`config.mk`:
```
export PLATFORM = sky130hd
export DESIGN_NAME = dual_dma_controller_registers_core_flat
export DESIGN_NICKNAME = d
export VERILOG_FILES = /design/src/rtl/core/ddmacr_pkg.sv /design/src/rtl/core/ddmacr_req_if.sv /design/src/rtl/core/ddmacr_rsp_if.sv /design/src/rtl/core/dual_dma_controller_registers_core.sv /design/src/flat_wrapper.sv
export SDC_FILE = /design/constraint.sdc
export NUM_CORES = 2
export LEC_CHECK = 0
export ABC_AREA = 1
export BUFFER_PORTS_ARGS = -buffer_cell sky130_fd_sc_hd__buf_2
export CAP_MARGIN = 20
export CELL_PAD_IN_SITES_DETAIL_PLACEMENT = 1
export CELL_PAD_IN_SITES_GLOBAL_PLACEMENT = 2
export CORE_MARGIN = 2
export CORE_UTILIZATION = 30
export CTS_CLUSTER_SIZE = 12
export DETAILED_ROUTE_END_ITERATION = 12
export MAX_ROUTING_LAYER = met4
export PLACE_DENSITY_LB_ADDON = 0.1
export REMOVE_ABC_BUFFERS = 1
export SETUP_SLACK_MARGIN = 0.2
export SYNTH_ARGS = -nofsm -noshare
export SYNTH_HDL_FRONTEND = slang
export SYNTH_SLANG_ARGS = --single-unit
```
`constraint.sdc`:
```
create_clock -name i_clk -period 17.4 [get_ports i_clk]
set_clock_uncertainty 0.1 [all_clocks]
set_input_delay 1.74 -clock i_clk [delete_from_list [all_inputs] [get_ports i_clk]]
set_output_delay 1.74 -clock i_clk [all_outputs]
set_load 0.01 [all_outputs]
```
`src/rtl/core/ddmacr_pkg.sv`:
```
// ----------------------------------------------------------------------------
// ddmacr_pkg
// Widths, codes and port numbers shared by the dual DMA register block and
// its channel interfaces.
// ----------------------------------------------------------------------------
package ddmacr_pkg;

    // Field widths of a request and a result
    localparam int unsigned OPCODE_W = 2;
    localparam int unsigned PORT_W   = 11;
    localparam int unsigned DATA_W   = 8;
    localparam int unsigned CH_W     = 3;
    localparam int unsigned LEN_W    = 16;
    localparam int unsigned ADDR_W   = 32;
    localparam int unsigned BASE_W   = 28;
    localparam int unsigned KIND_W   = 2;
    localparam int unsigned EB_W     = 2;

    localparam int unsigned NUM_CH   = 8;
    localparam int unsigned NUM_CHIP = 2;

    // Request opcodes
    typedef enum logic [OPCODE_W-1:0] {
        OP_PORT_WR = 2'd0,
        OP_PORT_RD = 2'd1,
        OP_XFER    = 2'd2
    } t_opcode;

    // Fixed command and status ports, first and second chip
    localparam logic [PORT_W-1:0] PORT_STATUS0 = 11'h008;
    localparam logic [PORT_W-1:0] PORT_STATUS1 = 11'h0D0;
    localparam logic [PORT_W-1:0] PORT_SMASK0  = 11'h00A;
    localparam logic [PORT_W-1:0] PORT_SMASK1  = 11'h0D4;
    localparam logic [PORT_W-1:0] PORT_MODE0   = 11'h00B;
    localparam logic [PORT_W-1:0] PORT_MODE1   = 11'h0D6;
    localparam logic [PORT_W-1:0] PORT_FFCLR0  = 11'h00C;
    localparam logic [PORT_W-1:0] PORT_FFCLR1  = 11'h0D8;
    localparam logic [PORT_W-1:0] PORT_MRST0   = 11'h00D;
    localparam logic [PORT_W-1:0] PORT_MRST1   = 11'h0DA;
    localparam logic [PORT_W-1:0] PORT_MCLR0   = 11'h00E;
    localparam logic [PORT_W-1:0] PORT_MCLR1   = 11'h0DC;
    localparam logic [PORT_W-1:0] PORT_AMASK0  = 11'h00F;
    localparam logic [PORT_W-1:0] PORT_AMASK1  = 11'h0DE;

    // Upper port bits of the page register windows and the second-chip block
    localparam logic [6:0] PAGE_LO_BLK = 7'h08;
    localparam logic [6:0] PAGE_HI_BLK = 7'h48;
    localparam logic [6:0] CHIP1_BLK   = 7'h0C;

    // Mode byte fields
    localparam logic [1:0] OPMODE_SINGLE = 2'd1;
    localparam logic [1:0] TRMODE_ILLEGAL = 2'd3;

    // Result codes
    localparam logic [KIND_W-1:0] KIND_NONE = 2'd0;
    localparam logic [EB_W-1:0]   EB_BYTE   = 2'd1;
    localparam logic [EB_W-1:0]   EB_WORD   = 2'd2;

    typedef struct packed {
        logic [OPCODE_W-1:0] opcode;
        logic [PORT_W-1:0]   port;
        logic [DATA_W-1:0]   write_data;
        logic [CH_W-1:0]     channel;
        logic [LEN_W-1:0]    request_length;
    } t_req;

    typedef struct packed {
        logic [DATA_W-1:0] read_data;
        logic [LEN_W-1:0]  moved_count;
        logic [ADDR_W-1:0] start_address;
        logic [KIND_W-1:0] transfer_kind;
        logic              address_decrements;
        logic [EB_W-1:0]   element_bytes;
        logic              terminal_count;
    } t_rsp;

endpackage

```
`src/rtl/core/ddmacr_req_if.sv`:
```
// ----------------------------------------------------------------------------
// ddmacr_req_if
// Request channel: port write, port read or transfer request.
// ----------------------------------------------------------------------------
interface ddmacr_req_if;
    import ddmacr_pkg::*;

    logic                valid;
    logic                ready;
    logic [OPCODE_W-1:0] opcode;
    logic [PORT_W-1:0]   port;
    logic [DATA_W-1:0]   write_data;
    logic [CH_W-1:0]     channel;
    logic [LEN_W-1:0]    request_length;

    modport source (
        output valid, opcode, port, write_data, channel, request_length,
        input  ready
    );
    modport sink (
        input  valid, opcode, port, write_data, channel, request_length,
        output ready
    );
endinterface

```
`src/rtl/core/ddmacr_rsp_if.sv`:
```
// ----------------------------------------------------------------------------
// ddmacr_rsp_if
// Result channel: one result per request.
// ----------------------------------------------------------------------------
interface ddmacr_rsp_if;
    import ddmacr_pkg::*;

    logic              valid;
    logic              ready;
    logic [DATA_W-1:0] read_data;
    logic [LEN_W-1:0]  moved_count;
    logic [ADDR_W-1:0] start_address;
    logic [KIND_W-1:0] transfer_kind;
    logic              address_decrements;
    logic [EB_W-1:0]   element_bytes;
    logic              terminal_count;

    modport source (
        output valid, read_data, moved_count, start_address, transfer_kind,
               address_decrements, element_bytes, terminal_count,
        input  ready
    );
    modport sink (
        input  valid, read_data, moved_count, start_address, transfer_kind,
               address_decrements, element_bytes, terminal_count,
        output ready
    );
endinterface

```
`src/rtl/core/dual_dma_controller_registers_core.sv`:
```
// ----------------------------------------------------------------------------
// dual_dma_controller_registers_core
// Register file of a cascaded pair of 8237-style DMA controllers.
// ----------------------------------------------------------------------------
// Usage:
//   i_req carries one request: a port write, a port read or a transfer
//   request for a channel. o_rsp returns exactly one result per request,
//   in order. Both channels use valid/ready; a request moves when both are
//   high at a rising edge.
//   A request accepted into the input register is decoded there, and its
//   result is then loaded into the output register, which drives o_rsp;
//   the load waits while the output register holds a result not yet taken.
//   Throughput: one request per cycle while the receiver keeps taking
//   results, set by the single register-update stage between the input and
//   output registers.
//   When the receiver stalls, the output register holds its result and the
//   input register holds one more request; i_req.ready then drops.
//   Reset (synchronous, active low) empties both registers, zeroes the
//   address, count, mode and status registers, masks all eight channels
//   and points both byte flip-flops at the low byte.
// ----------------------------------------------------------------------------
module dual_dma_controller_registers_core (
    input  logic          i_clk,
    input  logic          i_rst_n,
    ddmacr_req_if.sink    i_req,
    ddmacr_rsp_if.source  o_rsp
);
    import ddmacr_pkg::*;

    typedef struct packed {
        logic            vld;
        logic [CH_W-1:0] ch;
    } t_page_hit;

    // Page register low nibble to channel; channel 4 has no page register
    function automatic t_page_hit page_map(input logic [3:0] lo);
        t_page_hit h;
        h.vld = 1'b1;
        unique case (lo)
            4'h7:    h.ch = 3'd0;
            4'h3:    h.ch = 3'd1;
            4'h1:    h.ch = 3'd2;
            4'h2:    h.ch = 3'd3;
            4'hB:    h.ch = 3'd5;
            4'h9:    h.ch = 3'd6;
            4'hA:    h.ch = 3'd7;
            default: begin
                h.vld = 1'b0;
                h.ch  = 3'd0;
            end
        endcase
        return h;
    endfunction

    // Pipeline registers
    t_req  r_req;
    logic  r_req_vld;
    t_rsp  r_rsp;
    logic  r_rsp_vld;
    t_rsp  n_rsp;

    // Channel and chip state
    logic [BASE_W-1:0] r_base_addr [NUM_CH];
    logic [LEN_W-1:0]  r_base_cnt  [NUM_CH];
    logic [ADDR_W-1:0] r_cur_addr  [NUM_CH];
    logic [LEN_W-1:0]  r_cur_cnt   [NUM_CH];
    logic [7:0]        r_mode      [NUM_CH];
    logic [3:0]        r_mask      [NUM_CHIP];
    logic [7:0]        r_status    [NUM_CHIP];
    logic              r_tog       [NUM_CHIP];

    logic [BASE_W-1:0] n_base_addr [NUM_CH];
    logic [LEN_W-1:0]  n_base_cnt  [NUM_CH];
    logic [ADDR_W-1:0] n_cur_addr  [NUM_CH];
    logic [LEN_W-1:0]  n_cur_cnt   [NUM_CH];
    logic [7:0]        n_mode      [NUM_CH];
    logic [3:0]        n_mask      [NUM_CHIP];
    logic [7:0]        n_status    [NUM_CHIP];
    logic              n_tog       [NUM_CHIP];

    // Handshake
    logic acc;
    logic adv;

    assign adv         = r_req_vld && (!r_rsp_vld || o_rsp.ready);
    assign i_req.ready = !r_req_vld || adv;
    assign acc         = i_req.valid && i_req.ready;

    // Port decode
    logic [PORT_W-1:0] p;
    logic [DATA_W-1:0] v;
    logic              addr_hit;
    logic              cnt_hit;
    logic [CH_W-1:0]   addr_ch;
    logic [CH_W-1:0]   cnt_ch;
    logic              page_lo_hit;
    logic              page_hi_hit;
    t_page_hit         pg;
    logic [CH_W-1:0]   sel;
    logic              chip;
    logic [1:0]        sub;

    assign p = r_req.port;
    assign v = r_req.write_data;

    always_comb begin
        addr_hit = 1'b0;
        addr_ch  = '0;
        cnt_hit  = 1'b0;
        cnt_ch   = '0;
        if (p[10:3] == 8'h00) begin
            addr_hit = !p[0];
            cnt_hit  = p[0];
            addr_ch  = {1'b0, p[2:1]};
            cnt_ch   = {1'b0, p[2:1]};
        end else if (p[10:4] == CHIP1_BLK) begin
            addr_hit = (p[1:0] == 2'd0);
            cnt_hit  = (p[1:0] == 2'd2);
            addr_ch  = {1'b1, p[3:2]};
            cnt_ch   = {1'b1, p[3:2]};
        end
    end

    assign page_lo_hit = (p[10:4] == PAGE_LO_BLK);
    assign page_hi_hit = (p[10:4] == PAGE_HI_BLK);
    assign pg          = page_map(p[3:0]);

    // One channel per request: the transfer's channel or the decoded port's
    always_comb begin
        if (r_req.opcode == OP_XFER) begin
            sel = r_req.channel;
        end else if (addr_hit) begin
            sel = addr_ch;
        end else if (cnt_hit) begin
            sel = cnt_ch;
        end else begin
            sel = pg.ch;
        end
    end

    assign chip = sel[2];
    assign sub  = sel[1:0];

    // Transfer arithmetic
    logic [7:0]        m;
    logic              down;
    logic              autoinit;
    logic              xfer_ok;
    logic [LEN_W-1:0]  cc;
    logic [ADDR_W-1:0] ca;
    logic [LEN_W-1:0]  n_elem;
    logic [LEN_W:0]    step;
    logic [ADDR_W-1:0] ca_next;
    logic [LEN_W-1:0]  cc_next;
    logic [7:0]        cnt_byte;

    assign m        = r_mode[sel];
    assign down     = m[5];
    assign autoinit = m[4];
    assign cc       = r_cur_cnt[sel];
    assign ca       = r_cur_addr[sel];
    assign xfer_ok  = !r_mask[chip][sub] && (m[7:6] == OPMODE_SINGLE)
                      && (m[3:2] != TRMODE_ILLEGAL);
    assign n_elem   = (cc < r_req.request_length) ? cc : r_req.request_length;
    assign step     = chip ? {n_elem, 1'b0} : {1'b0, n_elem};
    assign ca_next  = down ? (ca - ADDR_W'(step)) : (ca + ADDR_W'(step));
    assign cc_next  = cc - n_elem;
    assign cnt_byte = v + 8'd1;

    // Next state and result of the request in the input register
    always_comb begin
        n_base_addr = r_base_addr;
        n_base_cnt  = r_base_cnt;
        n_cur_addr  = r_cur_addr;
        n_cur_cnt   = r_cur_cnt;
        n_mode      = r_mode;
        n_mask      = r_mask;
        n_status    = r_status;
        n_tog       = r_tog;

        n_rsp                    = '0;
        n_rsp.element_bytes      = EB_BYTE;

        case (r_req.opcode)
            OP_PORT_WR: begin
                if (addr_hit) begin
                    if (!r_tog[chip]) begin
                        n_base_addr[sel][7:0] = v;
                    end else begin
                        n_base_addr[sel][15:8] = v;
                        n_cur_addr[sel] = ADDR_W'(n_base_addr[sel]);
                    end
                    n_tog[chip] = !r_tog[chip];
                end else if (cnt_hit) begin
                    if (!r_tog[chip]) begin
                        n_base_cnt[sel][7:0] = cnt_byte;
                    end else begin
                        n_base_cnt[sel][15:8] = cnt_byte;
                        n_cur_cnt[sel] = n_base_cnt[sel];
                    end
                    n_tog[chip] = !r_tog[chip];
                end else if (page_lo_hit) begin
                    if (pg.vld) begin
                        n_base_addr[sel][23:16] = v;
                    end
                end else if (page_hi_hit) begin
                    if (pg.vld) begin
                        n_base_addr[sel][27:24] = v[3:0];
                    end
                end else begin
                    unique case (p)
                        PORT_MODE0:  n_mode[{1'b0, v[1:0]}] = v;
                        PORT_MODE1:  n_mode[{1'b1, v[1:0]}] = v;
                        PORT_SMASK0: n_mask[0][v[1:0]] = v[2];
                        PORT_SMASK1: n_mask[1][v[1:0]] = v[2];
                        PORT_AMASK0: n_mask[0] = v[3:0];
                        PORT_AMASK1: n_mask[1] = v[3:0];
                        PORT_FFCLR0: n_tog[0] = 1'b0;
                        PORT_FFCLR1: n_tog[1] = 1'b0;
                        PORT_MRST0: begin
                            n_tog[0]  = 1'b0;
                            n_mask[0] = 4'hF;
                        end
                        PORT_MRST1: begin
                            n_tog[1]  = 1'b0;
                            n_mask[1] = 4'hF;
                        end
                        PORT_MCLR0:  n_mask[0] = 4'h0;
                        PORT_MCLR1:  n_mask[1] = 4'h0;
                        default: ;
                    endcase
                end
            end

            OP_PORT_RD: begin
                if (addr_hit) begin
                    n_rsp.read_data = r_tog[chip] ? ca[15:8] : ca[7:0];
                    n_tog[chip]     = !r_tog[chip];
                end else if (cnt_hit) begin
                    n_rsp.read_data = r_tog[chip] ? cc[15:8] : cc[7:0];
                    n_tog[chip]     = !r_tog[chip];
                end else if (page_lo_hit) begin
                    n_rsp.read_data = pg.vld ? r_base_addr[sel][23:16] : 8'h00;
                end else if (page_hi_hit) begin
                    n_rsp.read_data = pg.vld ? {4'h0, r_base_addr[sel][27:24]} : 8'h00;
                end else if (p == PORT_STATUS0) begin
                    n_rsp.read_data = r_status[0];
                end else if (p == PORT_STATUS1) begin
                    n_rsp.read_data = r_status[1];
                end
            end

            OP_XFER: begin
                n_rsp.element_bytes = chip ? EB_WORD : EB_BYTE;
                if (xfer_ok) begin
                    n_rsp.start_address      = ca;
                    n_rsp.moved_count        = n_elem;
                    n_rsp.transfer_kind      = m[3:2] + 2'd1;
                    n_rsp.address_decrements = down;
                    n_cur_cnt[sel]           = cc_next;
                    n_cur_addr[sel]          = ca_next;
                    // Terminal count: flag it, drop the request bit, reload if auto-init is set
                    if (cc_next == '0) begin
                        n_rsp.terminal_count          = 1'b1;
                        n_status[chip][{1'b0, sub}]   = 1'b1;
                        n_status[chip][{1'b1, sub}]   = 1'b0;
                        if (autoinit) begin
                            n_cur_addr[sel] = ADDR_W'(r_base_addr[sel]);
                            n_cur_cnt[sel]  = r_base_cnt[sel];
                        end
                    end
                end
            end

            default: ;
        endcase
    end

    // Input register payload
    always_ff @(posedge i_clk) begin
        if (acc) begin
            r_req.opcode         <= i_req.opcode;
            r_req.port           <= i_req.port;
            r_req.write_data     <= i_req.write_data;
            r_req.channel        <= i_req.channel;
            r_req.request_length <= i_req.request_length;
        end
    end

    // Result register payload
    always_ff @(posedge i_clk) begin
        if (adv) begin
            r_rsp <= n_rsp;
        end
    end

    // Valid flags and register state
    always_ff @(posedge i_clk) begin
        if (!i_rst_n) begin
            r_req_vld <= 1'b0;
            r_rsp_vld <= 1'b0;
            for (int i = 0; i < NUM_CH; i++) begin
                r_base_addr[i] <= '0;
                r_base_cnt[i]  <= '0;
                r_cur_addr[i]  <= '0;
                r_cur_cnt[i]   <= '0;
                r_mode[i]      <= '0;
            end
            for (int j = 0; j < NUM_CHIP; j++) begin
                r_mask[j]   <= 4'hF;
                r_status[j] <= '0;
                r_tog[j]    <= 1'b0;
            end
        end else begin
            if (i_req.ready) begin
                r_req_vld <= i_req.valid;
            end
            if (adv) begin
                r_rsp_vld   <= 1'b1;
                r_base_addr <= n_base_addr;
                r_base_cnt  <= n_base_cnt;
                r_cur_addr  <= n_cur_addr;
                r_cur_cnt   <= n_cur_cnt;
                r_mode      <= n_mode;
                r_mask      <= n_mask;
                r_status    <= n_status;
                r_tog       <= n_tog;
            end else if (o_rsp.ready) begin
                r_rsp_vld <= 1'b0;
            end
        end
    end

    // Outputs
    assign o_rsp.valid              = r_rsp_vld;
    assign o_rsp.read_data          = r_rsp.read_data;
    assign o_rsp.moved_count        = r_rsp.moved_count;
    assign o_rsp.start_address      = r_rsp.start_address;
    assign o_rsp.transfer_kind      = r_rsp.transfer_kind;
    assign o_rsp.address_decrements = r_rsp.address_decrements;
    assign o_rsp.element_bytes      = r_rsp.element_bytes;
    assign o_rsp.terminal_count     = r_rsp.terminal_count;

    // Checks
    a_refused_quiet: assert property (@(posedge i_clk) disable iff (!i_rst_n)
        (o_rsp.valid && o_rsp.transfer_kind == KIND_NONE) |->
        (o_rsp.moved_count == '0 && o_rsp.start_address == '0
         && !o_rsp.terminal_count && !o_rsp.address_decrements))
        else $error("refused or port result carries transfer fields");

    a_tc_needs_xfer: assert property (@(posedge i_clk) disable iff (!i_rst_n)
        (o_rsp.valid && o_rsp.terminal_count) |-> (o_rsp.transfer_kind != KIND_NONE))
        else $error("terminal count without a transfer");

    a_elem_size: assert property (@(posedge i_clk) disable iff (!i_rst_n)
        o_rsp.valid |-> (o_rsp.element_bytes == EB_BYTE || o_rsp.element_bytes == EB_WORD))
        else $error("element size out of range");

    a_req_captured: assert property (@(posedge i_clk) disable iff (!i_rst_n)
        acc |=> r_req_vld)
        else $error("accepted request lost from input register");

    a_master_reset: assert property (@(posedge i_clk) disable iff (!i_rst_n)
        (adv && r_req.opcode == OP_PORT_WR && r_req.port == PORT_MRST0)
        |=> (r_mask[0] == 4'hF && !r_tog[0]))
        else $error("master reset did not mask first chip");

endmodule

```
`src/flat_wrapper.sv`:
```
// flat-port wrapper written by rule: the top's interface ports become plain ports
module dual_dma_controller_registers_core_flat import ddmacr_pkg::*;
  (i_clk, i_rst_n, i_req_valid, i_req_opcode, i_req_port, i_req_write_data, i_req_channel, i_req_request_length, i_req_ready, o_rsp_valid, o_rsp_read_data, o_rsp_moved_count, o_rsp_start_address, o_rsp_transfer_kind, o_rsp_address_decrements, o_rsp_element_bytes, o_rsp_terminal_count, o_rsp_ready);
  ddmacr_req_if i_req_i ();
  ddmacr_rsp_if o_rsp_i ();
  input  logic i_clk;
  input  logic i_rst_n;
  input wire logic [$bits(i_req_i.valid)-1:0] i_req_valid;
  input wire logic [$bits(i_req_i.opcode)-1:0] i_req_opcode;
  input wire logic [$bits(i_req_i.port)-1:0] i_req_port;
  input wire logic [$bits(i_req_i.write_data)-1:0] i_req_write_data;
  input wire logic [$bits(i_req_i.channel)-1:0] i_req_channel;
  input wire logic [$bits(i_req_i.request_length)-1:0] i_req_request_length;
  output wire logic [$bits(i_req_i.ready)-1:0] i_req_ready;
  output wire logic [$bits(o_rsp_i.valid)-1:0] o_rsp_valid;
  output wire logic [$bits(o_rsp_i.read_data)-1:0] o_rsp_read_data;
  output wire logic [$bits(o_rsp_i.moved_count)-1:0] o_rsp_moved_count;
  output wire logic [$bits(o_rsp_i.start_address)-1:0] o_rsp_start_address;
  output wire logic [$bits(o_rsp_i.transfer_kind)-1:0] o_rsp_transfer_kind;
  output wire logic [$bits(o_rsp_i.address_decrements)-1:0] o_rsp_address_decrements;
  output wire logic [$bits(o_rsp_i.element_bytes)-1:0] o_rsp_element_bytes;
  output wire logic [$bits(o_rsp_i.terminal_count)-1:0] o_rsp_terminal_count;
  input wire logic [$bits(o_rsp_i.ready)-1:0] o_rsp_ready;
  assign i_req_i.valid = i_req_valid;
  assign i_req_i.opcode = i_req_opcode;
  assign i_req_i.port = i_req_port;
  assign i_req_i.write_data = i_req_write_data;
  assign i_req_i.channel = i_req_channel;
  assign i_req_i.request_length = i_req_request_length;
  assign i_req_ready = i_req_i.ready;
  assign o_rsp_valid = o_rsp_i.valid;
  assign o_rsp_read_data = o_rsp_i.read_data;
  assign o_rsp_moved_count = o_rsp_i.moved_count;
  assign o_rsp_start_address = o_rsp_i.start_address;
  assign o_rsp_transfer_kind = o_rsp_i.transfer_kind;
  assign o_rsp_address_decrements = o_rsp_i.address_decrements;
  assign o_rsp_element_bytes = o_rsp_i.element_bytes;
  assign o_rsp_terminal_count = o_rsp_i.terminal_count;
  assign o_rsp_i.ready = o_rsp_ready;
  dual_dma_controller_registers_core u_core (.i_clk(i_clk), .i_rst_n(i_rst_n), .i_req(i_req_i), .o_rsp(o_rsp_i));
endmodule
```
After elaboration in Yosys (flattened, before gate mapping)
Cells that the tools add are included.
{ "op_classes": {"muxes": 139, "n_bitwise": 11, "n_eq_ne": 42, "add_sub_neg": 5, "reduce_logical": 43, "order_cmp": 16} }
{ "op_table": {"columns": ["operator", "n"], "rows": [
  ["224-bit 2-to-1 mux", 7],
  ["256-bit 2-to-1 mux", 5],
  ["224-bit bitwise mux", 4],
  ["128-bit 2-to-1 mux", 7],
  ["256-bit bitwise mux", 3],
  ["128-bit bitwise mux", 5],
  ["256-bit case mux with 2 select lines", 1],
  ["28-bit demux with 3-bit select", 4],
  ["128-bit case mux with 2 select lines", 1],
  ["28-bit binary-select mux with 3-bit select", 2],
  ["16-bit 2-to-1 mux", 10],
  ["16-bit binary-select mux with 3-bit select", 3],
  ["16-bit demux with 3-bit select", 3],
  ["28-bit 2-to-1 mux", 5],
  ["64-bit bitwise mux", 2],
  ["32-bit 2-to-1 mux", 4],
  ["8-bit 2-to-1 mux", 16],
  ["64-bit case mux with 2 select lines", 1],
  ["32-bit binary-select mux with 3-bit select", 1],
  ["32-bit demux with 3-bit select", 1],
  ["11-bit by 4-bit equality test with 1-bit output (second input constant)", 7],
  ["11-bit by 8-bit equality test with 1-bit output (second input constant)", 7],
  ["8-bit demux with 3-bit select", 2],
  ["32-bit by 17-bit adder with 32-bit output", 1],
  ["other kinds (66)", 154]
]} }
{ "word_totals": {"out_inout_bits": 64, "inputBits": 44, "reg_bits": 930, "wordCells": 316} }

Logic depth before layout (Yosys ltp)
{ "logic_depth": {"depth_word": 21, "mapped_depth": 58, "ltp_nobuf": 56} }

Least setup slack after synthesis
No wires, ideal clock.
{ "synth_timing": {"path_type": "reg2reg", "from": "register u_core.r_req (netlist bit u_core.p[9])", "to": "register u_core.r_cur_addr[125] in the netlist's numbering", "period_less_slack_ns": 7.563, "setup_ns": 0.132, "setup_slack_ns": 9.837, "arrival_time_ns": 7.331, "path_buffers": 4, "path_stages_with_launch": 46, "required_time_ns": 17.168, "cell_sequence": "edfxtp_1 -> inv_1 -> nand2_2 -> nor2_4 -> nand3_2 -> nand3_2 -> nand4_4 -> nand2_4 -> buf_6 -> nor2_1 -> inv_2 -> buf_2 -> buf_1 -> o21ai_0 -> o32ai_1 -> ha_1 -> nand2_1 -> nor2_1 -> [... 10 more ...] -> ha_1 -> nand3_1 -> and2_1 -> o21ai_0 -> a21oi_1 -> inv_1 -> a21oi_1 -> o21ai_0 -> a21oi_1 -> o21ai_0 -> a21oi_1 -> o21ai_0 -> nand3_1 -> nand2_1 -> xor2_1 -> nor2_1 -> o21ai_0 -> a21oi_1"} }
{ "synth_between": {"elab_chain_cells": 21, "elab_cells_between_ends": 61, "cone_classes": "add/sub: 3; order compare: 3; eq/ne: 6; mux: 40; bitwise: 2; reduce/logical: 7"} }
{ "synth_rtl": {"columns": ["element", "line_no", "rtl"], "rows": [
  ["start: declaration", "dual_dma_controller_registers_core.sv:56", "t_req r_req;"],
  ["7-bit by 4-bit equality test with 1-bit output", "dual_dma_controller_registers_core.sv:116", "end else if (p[10:4] == CHIP1_BLK) begin"],
  ["3-bit 2-to-1 mux / 1-bit 2-to-1 mux (equally long branches)", "dual_dma_controller_registers_core.sv:116", null],
  ["3-bit 2-to-1 mux / 1-bit 2-to-1 mux (equally long branches)", "dual_dma_controller_registers_core.sv:111", "if (p[10:3] == 8'h00) begin"],
  ["3-bit 2-to-1 mux", "dual_dma_controller_registers_core.sv:134", "end else if (cnt_hit) begin"],
  ["3-bit 2-to-1 mux", "dual_dma_controller_registers_core.sv:132", "end else if (addr_hit) begin"],
  ["3-bit 2-to-1 mux", "dual_dma_controller_registers_core.sv:130", "if (r_req.opcode == OP_XFER) begin"],
  ["3-bit inverter with 4-bit output (not written as such)", null, null],
  ["16-bit binary-select mux with 3-bit select", "dual_dma_controller_registers_core.sv:160", "assign cc = r_cur_cnt[sel];"],
  ["[... 5 more ...]", null, null],
  ["32-bit by 17-bit adder with 32-bit output / 32-bit by 17-bit subtractor with 32-bit output (equally long branches)", "dual_dma_controller_registers_core.sv:166", "assign ca_next = down ? (ca - ADDR_W'(step)) : (ca + ADDR_W'(step));"],
  ["32-bit 2-to-1 mux", "dual_dma_controller_registers_core.sv:166", null],
  ["256-bit bitwise mux", "dual_dma_controller_registers_core.sv:261", "n_cur_addr[sel] = ca_next;"],
  ["256-bit bitwise mux", "dual_dma_controller_registers_core.sv:268", "n_cur_addr[sel] = ADDR_W'(r_base_addr[sel]);"],
  ["256-bit 2-to-1 mux", "dual_dma_controller_registers_core.sv:267", "if (autoinit) begin"],
  ["256-bit 2-to-1 mux", "dual_dma_controller_registers_core.sv:263", "if (cc_next == '0) begin"],
  ["256-bit 2-to-1 mux", "dual_dma_controller_registers_core.sv:255", "if (xfer_ok) begin"],
  ["256-bit case mux with 2 select lines", "dual_dma_controller_registers_core.sv:184", "case (r_req.opcode)"],
  ["end signal: assignment", "dual_dma_controller_registers_core.sv:322", "r_cur_addr <= n_cur_addr;"],
  ["end: declaration", "dual_dma_controller_registers_core.sv:65", "logic [ADDR_W-1:0] r_cur_addr [NUM_CH];"]
]} }
Parallel ways exist; a longest one is shown, timed or not. The select of a mux whose other input is x is not followed.
A chain may end at the register's enable or synchronous reset.

Final worst setup path
{ "layout_timing": {"from": "register u_core.r_req[38] in the netlist's numbering", "to": "register u_core.r_cur_cnt[98] in the netlist's numbering"} }
{ "layout_between": {"elab_chain_cells": 15, "elab_cells_between_ends": 57, "cone_classes": "add/sub: 1; order compare: 3; eq/ne: 7; mux: 36; bitwise: 2; reduce/logical: 8"} }
{ "layout_rtl": {"columns": ["element", "line_no", "rtl"], "rows": [
  ["2-bit equality test", "dual_dma_controller_registers_core.sv:130, dual_dma_controller_registers_core.sv:184", null],
  ["3-bit 2-to-1 mux", "dual_dma_controller_registers_core.sv:130", null],
  ["3-bit inverter with 4-bit output (not written as such)", null, null],
  ["16-bit binary-select mux with 3-bit select", "dual_dma_controller_registers_core.sv:160", null],
  ["16-bit 2-to-1 mux (not written as such) (2 in a row)", "dual_dma_controller_registers_core.sv:160", null],
  ["16-bit < comparator", "dual_dma_controller_registers_core.sv:164", "assign n_elem = (cc < r_req.request_length) ? cc : r_req.request_length;"],
  ["16-bit 2-to-1 mux", "dual_dma_controller_registers_core.sv:164", null],
  ["16-bit subtractor", "dual_dma_controller_registers_core.sv:167", "assign cc_next = cc - n_elem;"],
  ["128-bit bitwise mux", "dual_dma_controller_registers_core.sv:260", "n_cur_cnt[sel] = cc_next;"],
  ["128-bit bitwise mux", "dual_dma_controller_registers_core.sv:269", "n_cur_cnt[sel] = r_base_cnt[sel];"],
  ["128-bit 2-to-1 mux", "dual_dma_controller_registers_core.sv:267", null],
  ["128-bit 2-to-1 mux", "dual_dma_controller_registers_core.sv:263", null],
  ["128-bit 2-to-1 mux", "dual_dma_controller_registers_core.sv:255", null],
  ["128-bit case mux with 2 select lines", "dual_dma_controller_registers_core.sv:184", null],
  ["end signal: assignment", "dual_dma_controller_registers_core.sv:323", "r_cur_cnt <= n_cur_cnt;"],
  ["end: declaration", "dual_dma_controller_registers_core.sv:66", "logic [LEN_W-1:0] r_cur_cnt [NUM_CH];"]
]} }
Parallel ways exist; a longest one is shown, timed or not. The select of a mux whose other input is x is not followed.

==> flow_summary.toml <==
[global_route]
grt.overflow.total = 0
antenna_found_initial = 13
track_usage_pct = 33.21
grt_max_degree = 203
grt_pass1_wl_mm = 426.0
grt_pass1_vias = 58130

[sta]
timing.fmax_mhz = 82.55
rsz0062_at_grt = "false"
setup_tns_ps = 0
maxSlewViolCount = 0
min_period_ps = 12110
slew_headroom_pct = 10.75
finalSetupViolations = 0
timing.final.crit_share_pct = 69.62
hold_violations = 0
worst_pin_slew_ps = 1339

[final_layout]
seq_area_sq_mm = 0.01932
layout-drive-gt1-share_pct = 8.270
multi_input_area_sq_mm = 0.02836
nFillCells = 21600
final_nets = 7667
final_cells = 9984
areaGrowthSynthToFinish_pct = 13.66

[route]
drt_wl_total_mm = 296.8
viasPerCell = 5.902
vias = 58930
dr.pass1.iters = 5
final_antenna_net_count = 0
initialDrtViolationCount = 6169
post_drt_wl_per_cell_microns = 29.73
drc = 0

[floorplanning]
die_area_sq_mm = 0.1778
num_io_pins = 108
std_cell_rows = 153
fp.coreArea_sq_mm = 0.1736
start_util_pct = 30.15
die_height_microns = 421.7
die-width_microns = 421.7

[critical_path]
crit_required_ps = 17960
crit_type = "reg -> reg"
cp.arrival_ps = 12680
cp-startpoint = "u_core.r_req[38]"
cp_slowest_cell = "buf_4"
critPathMaxStageDelay_ps = 730
path_max_fanout = 62
critPathBufInv = 10
cpLargestDelayFamily = "buffers and inverters"
cp-start-kind = "flip-flop"
r2r-start = "u_core.r_req[38]"
critPathCaptureType = "flip-flop"

[yosys]
ys_types = 65
synth_area_leaders = "dfxtp_1 31%, o21ai_0 11%, a21oi_1 10%, nand2_1 9.4%, edfxtp_1 5.9%"
netlist_instances = 7716
synthesis.area_sq_mm = 0.05235
syn_avg_cell_area_sq_um = 6.784
synth_largest_area_cell = "dfxtp_1"
synth_common_cells = "1,315 x nand2_1, 1,195 x o21ai_0, 1,064 x a21oi_1, 812 x dfxtp_1"
yosys_warnings = 0
synth_ff_type = "dfxtp_1"
synth.top_cell.area_share_pct = 31.05
yosysMostFrequentCell = "nand2_1"
ys_seq_area_share_pct = 36.91
async_flop_share_pct = 0
synth-edff-count = 102
ys_seq_elements = 914

[pwr]
power.density_mw_per_mm2 = 105.4
p_leak_nw = 22.45
power_mw = 6.274
ir_worst_vdd_uv = 78.71

[cts]
tritoncts = "built"
cts_sinks = 914
path_clk_slew_ps = 60
postCtsSetupBuffers = 0
h-tree-depth = 3
clockBufferDepth = 3
clk_root_buffer_cell = "clkbuf_16"
ctsResizeCount = 0
cts_buffers = 117
clock_latency_ps = 800
hold_buffers = 0

[job]
maxCapViolCount = 0

[placement]
place_inst = 9749
hpwl_mm = 189.5
gp_congestion = 0.8870
io_buffers = 107

[worst_hold_path]
hold_start = "u_core.r_base_addr[110]"
hold_path.class = "reg -> reg"

[run_status]
outcome = "finished clean"
## cell families (layout without fill, tap and decap cells)
kind of cell | Yosys count | after routing | share of synthesized area (%)
fa+ha+maj | 71 | 71 | 1.726
simple gates | 2368 | 2368 | 18.42
other cells | 0 | 5 | 0
compound gates | 3033 | 3033 | 32.46
mux | 1 | 1 | 0.01912
flops | 914 | 914 | 36.91
xor+xnor | 61 | 61 | 1.021
buf+inv | 1268 | 1206 | 9.442
## cell type report
class	instances	share of cell area (%)
Multi-Input combinational cell	5534	47.66
Sequential cell	914	32.47
Clock buffer	166	5.552
Tap cell	2325	4.889
Inverter	656	4.212
Timing Repair Buffer	329	3.937
Clock inverter	55	1.253
Antenna cell	5	0.02103
## per-layer routing
layer	share of wire, %	vias up	GRT usage [%]
met5	0	-	-
met4	3.4	0	10.89
met1	46	29820	45.56
met2	44	2282	50.24
li1	-	26340	-
met3	6.8	480	4.357
## path summary, 6_finish.rpt
path	cells after the start	endpoint	slack (ps)
max reg2reg	42	u_core.r_cur_cnt[98]	5290
min	2	u_core.r_base_addr[110]	330
max	42	u_core.r_cur_cnt[98]	5290
min reg2reg	2	u_core.r_base_addr[110]	330
## worst register-to-register path: cells and delay by family (launching register included)
family,cells,cell delay [ps]
XOR/XNOR,1,570
flip-flops,1,500
AND/OR/NAND/NOR,14,2860
AO/OA/AOI/OAI,14,3550
buffers and inverters,10,3710
adder cells (fa/ha/maj),3,690
## metrics by stage
stage,hold slack (ps),util (%),area (sq um),setup slack (ps)
2_1_floorplan,307.1,-,49870,109.4
3_3_place_gp,314.7,31.83,55270,5948
3_5_place_dp,320.4,31.86,55320,5460
4_1_cts,329.8,34.19,59370,5442
5_1_grt,348.4,34.26,59490,4773
6_report,329.4,34.27,59500,5287
## where the power goes
part | total (mW) | switching [mW] | leakage, nW | internal, mW
Combinational | 1.45 | 1.15 | 13.0 | 0.299
Clock | 2.65 | 1.10 | 1.98 | 1.56
Sequential | 2.17 | 0.0155 | 7.52 | 2.15
Total | 6.27 | 2.26 | 22.4 | 4.01
## state kept, by name (all words and copies together), names as in the netlist, named ones only
signal                           count
u_core.o_rsp.terminal_count          1
u_core.r_base_cnt                  128
u_core.o_rsp.element_bytes           2
u_core.r_mask                        8
u_core.r_req_vld                     1
u_core.r_req                        21
u_core.r_tog                         2
u_core.o_rsp.moved_count            16
u_core.r_cur_addr                  168
u_core.r_cur_cnt                   128
u_core.p                            11
u_core.o_rsp.valid                   1
u_core.r_status                     16
u_core.r_mode                       48
u_core.r_base_addr                 224
u_core.o_rsp.read_data               8
u_core.v                             8
u_core.o_rsp.address_decrements      1
u_core.o_rsp.transfer_kind           2
u_core.o_rsp.start_address          32
## cell usage in the layout (no fill, tap or decap), types with 52 or more instances in the layout
cell / netlist / layout
nand2_1: 1315 / 1312
buf_4: 5 / 209
o21ai_0: 1195 / 1188
clkbuf_16: 0 / 118
nand3_1: 297 / 297
a221oi_1: 82 / 78
a21oi_1: 1064 / 1048
buf_2: 57 / 107
o211ai_1: 154 / 154
dfxtp_1: 812 / 812
a22oi_1: 73 / 73
nor3_1: 54 / 52
edfxtp_1: 102 / 102
o22ai_1: 156 / 156
inv_1: 630 / 612
nor2_1: 630 / 609
ha_1: 69 / 69
a31oi_1: 97 / 97
Power figures use the tool's default switching activity.
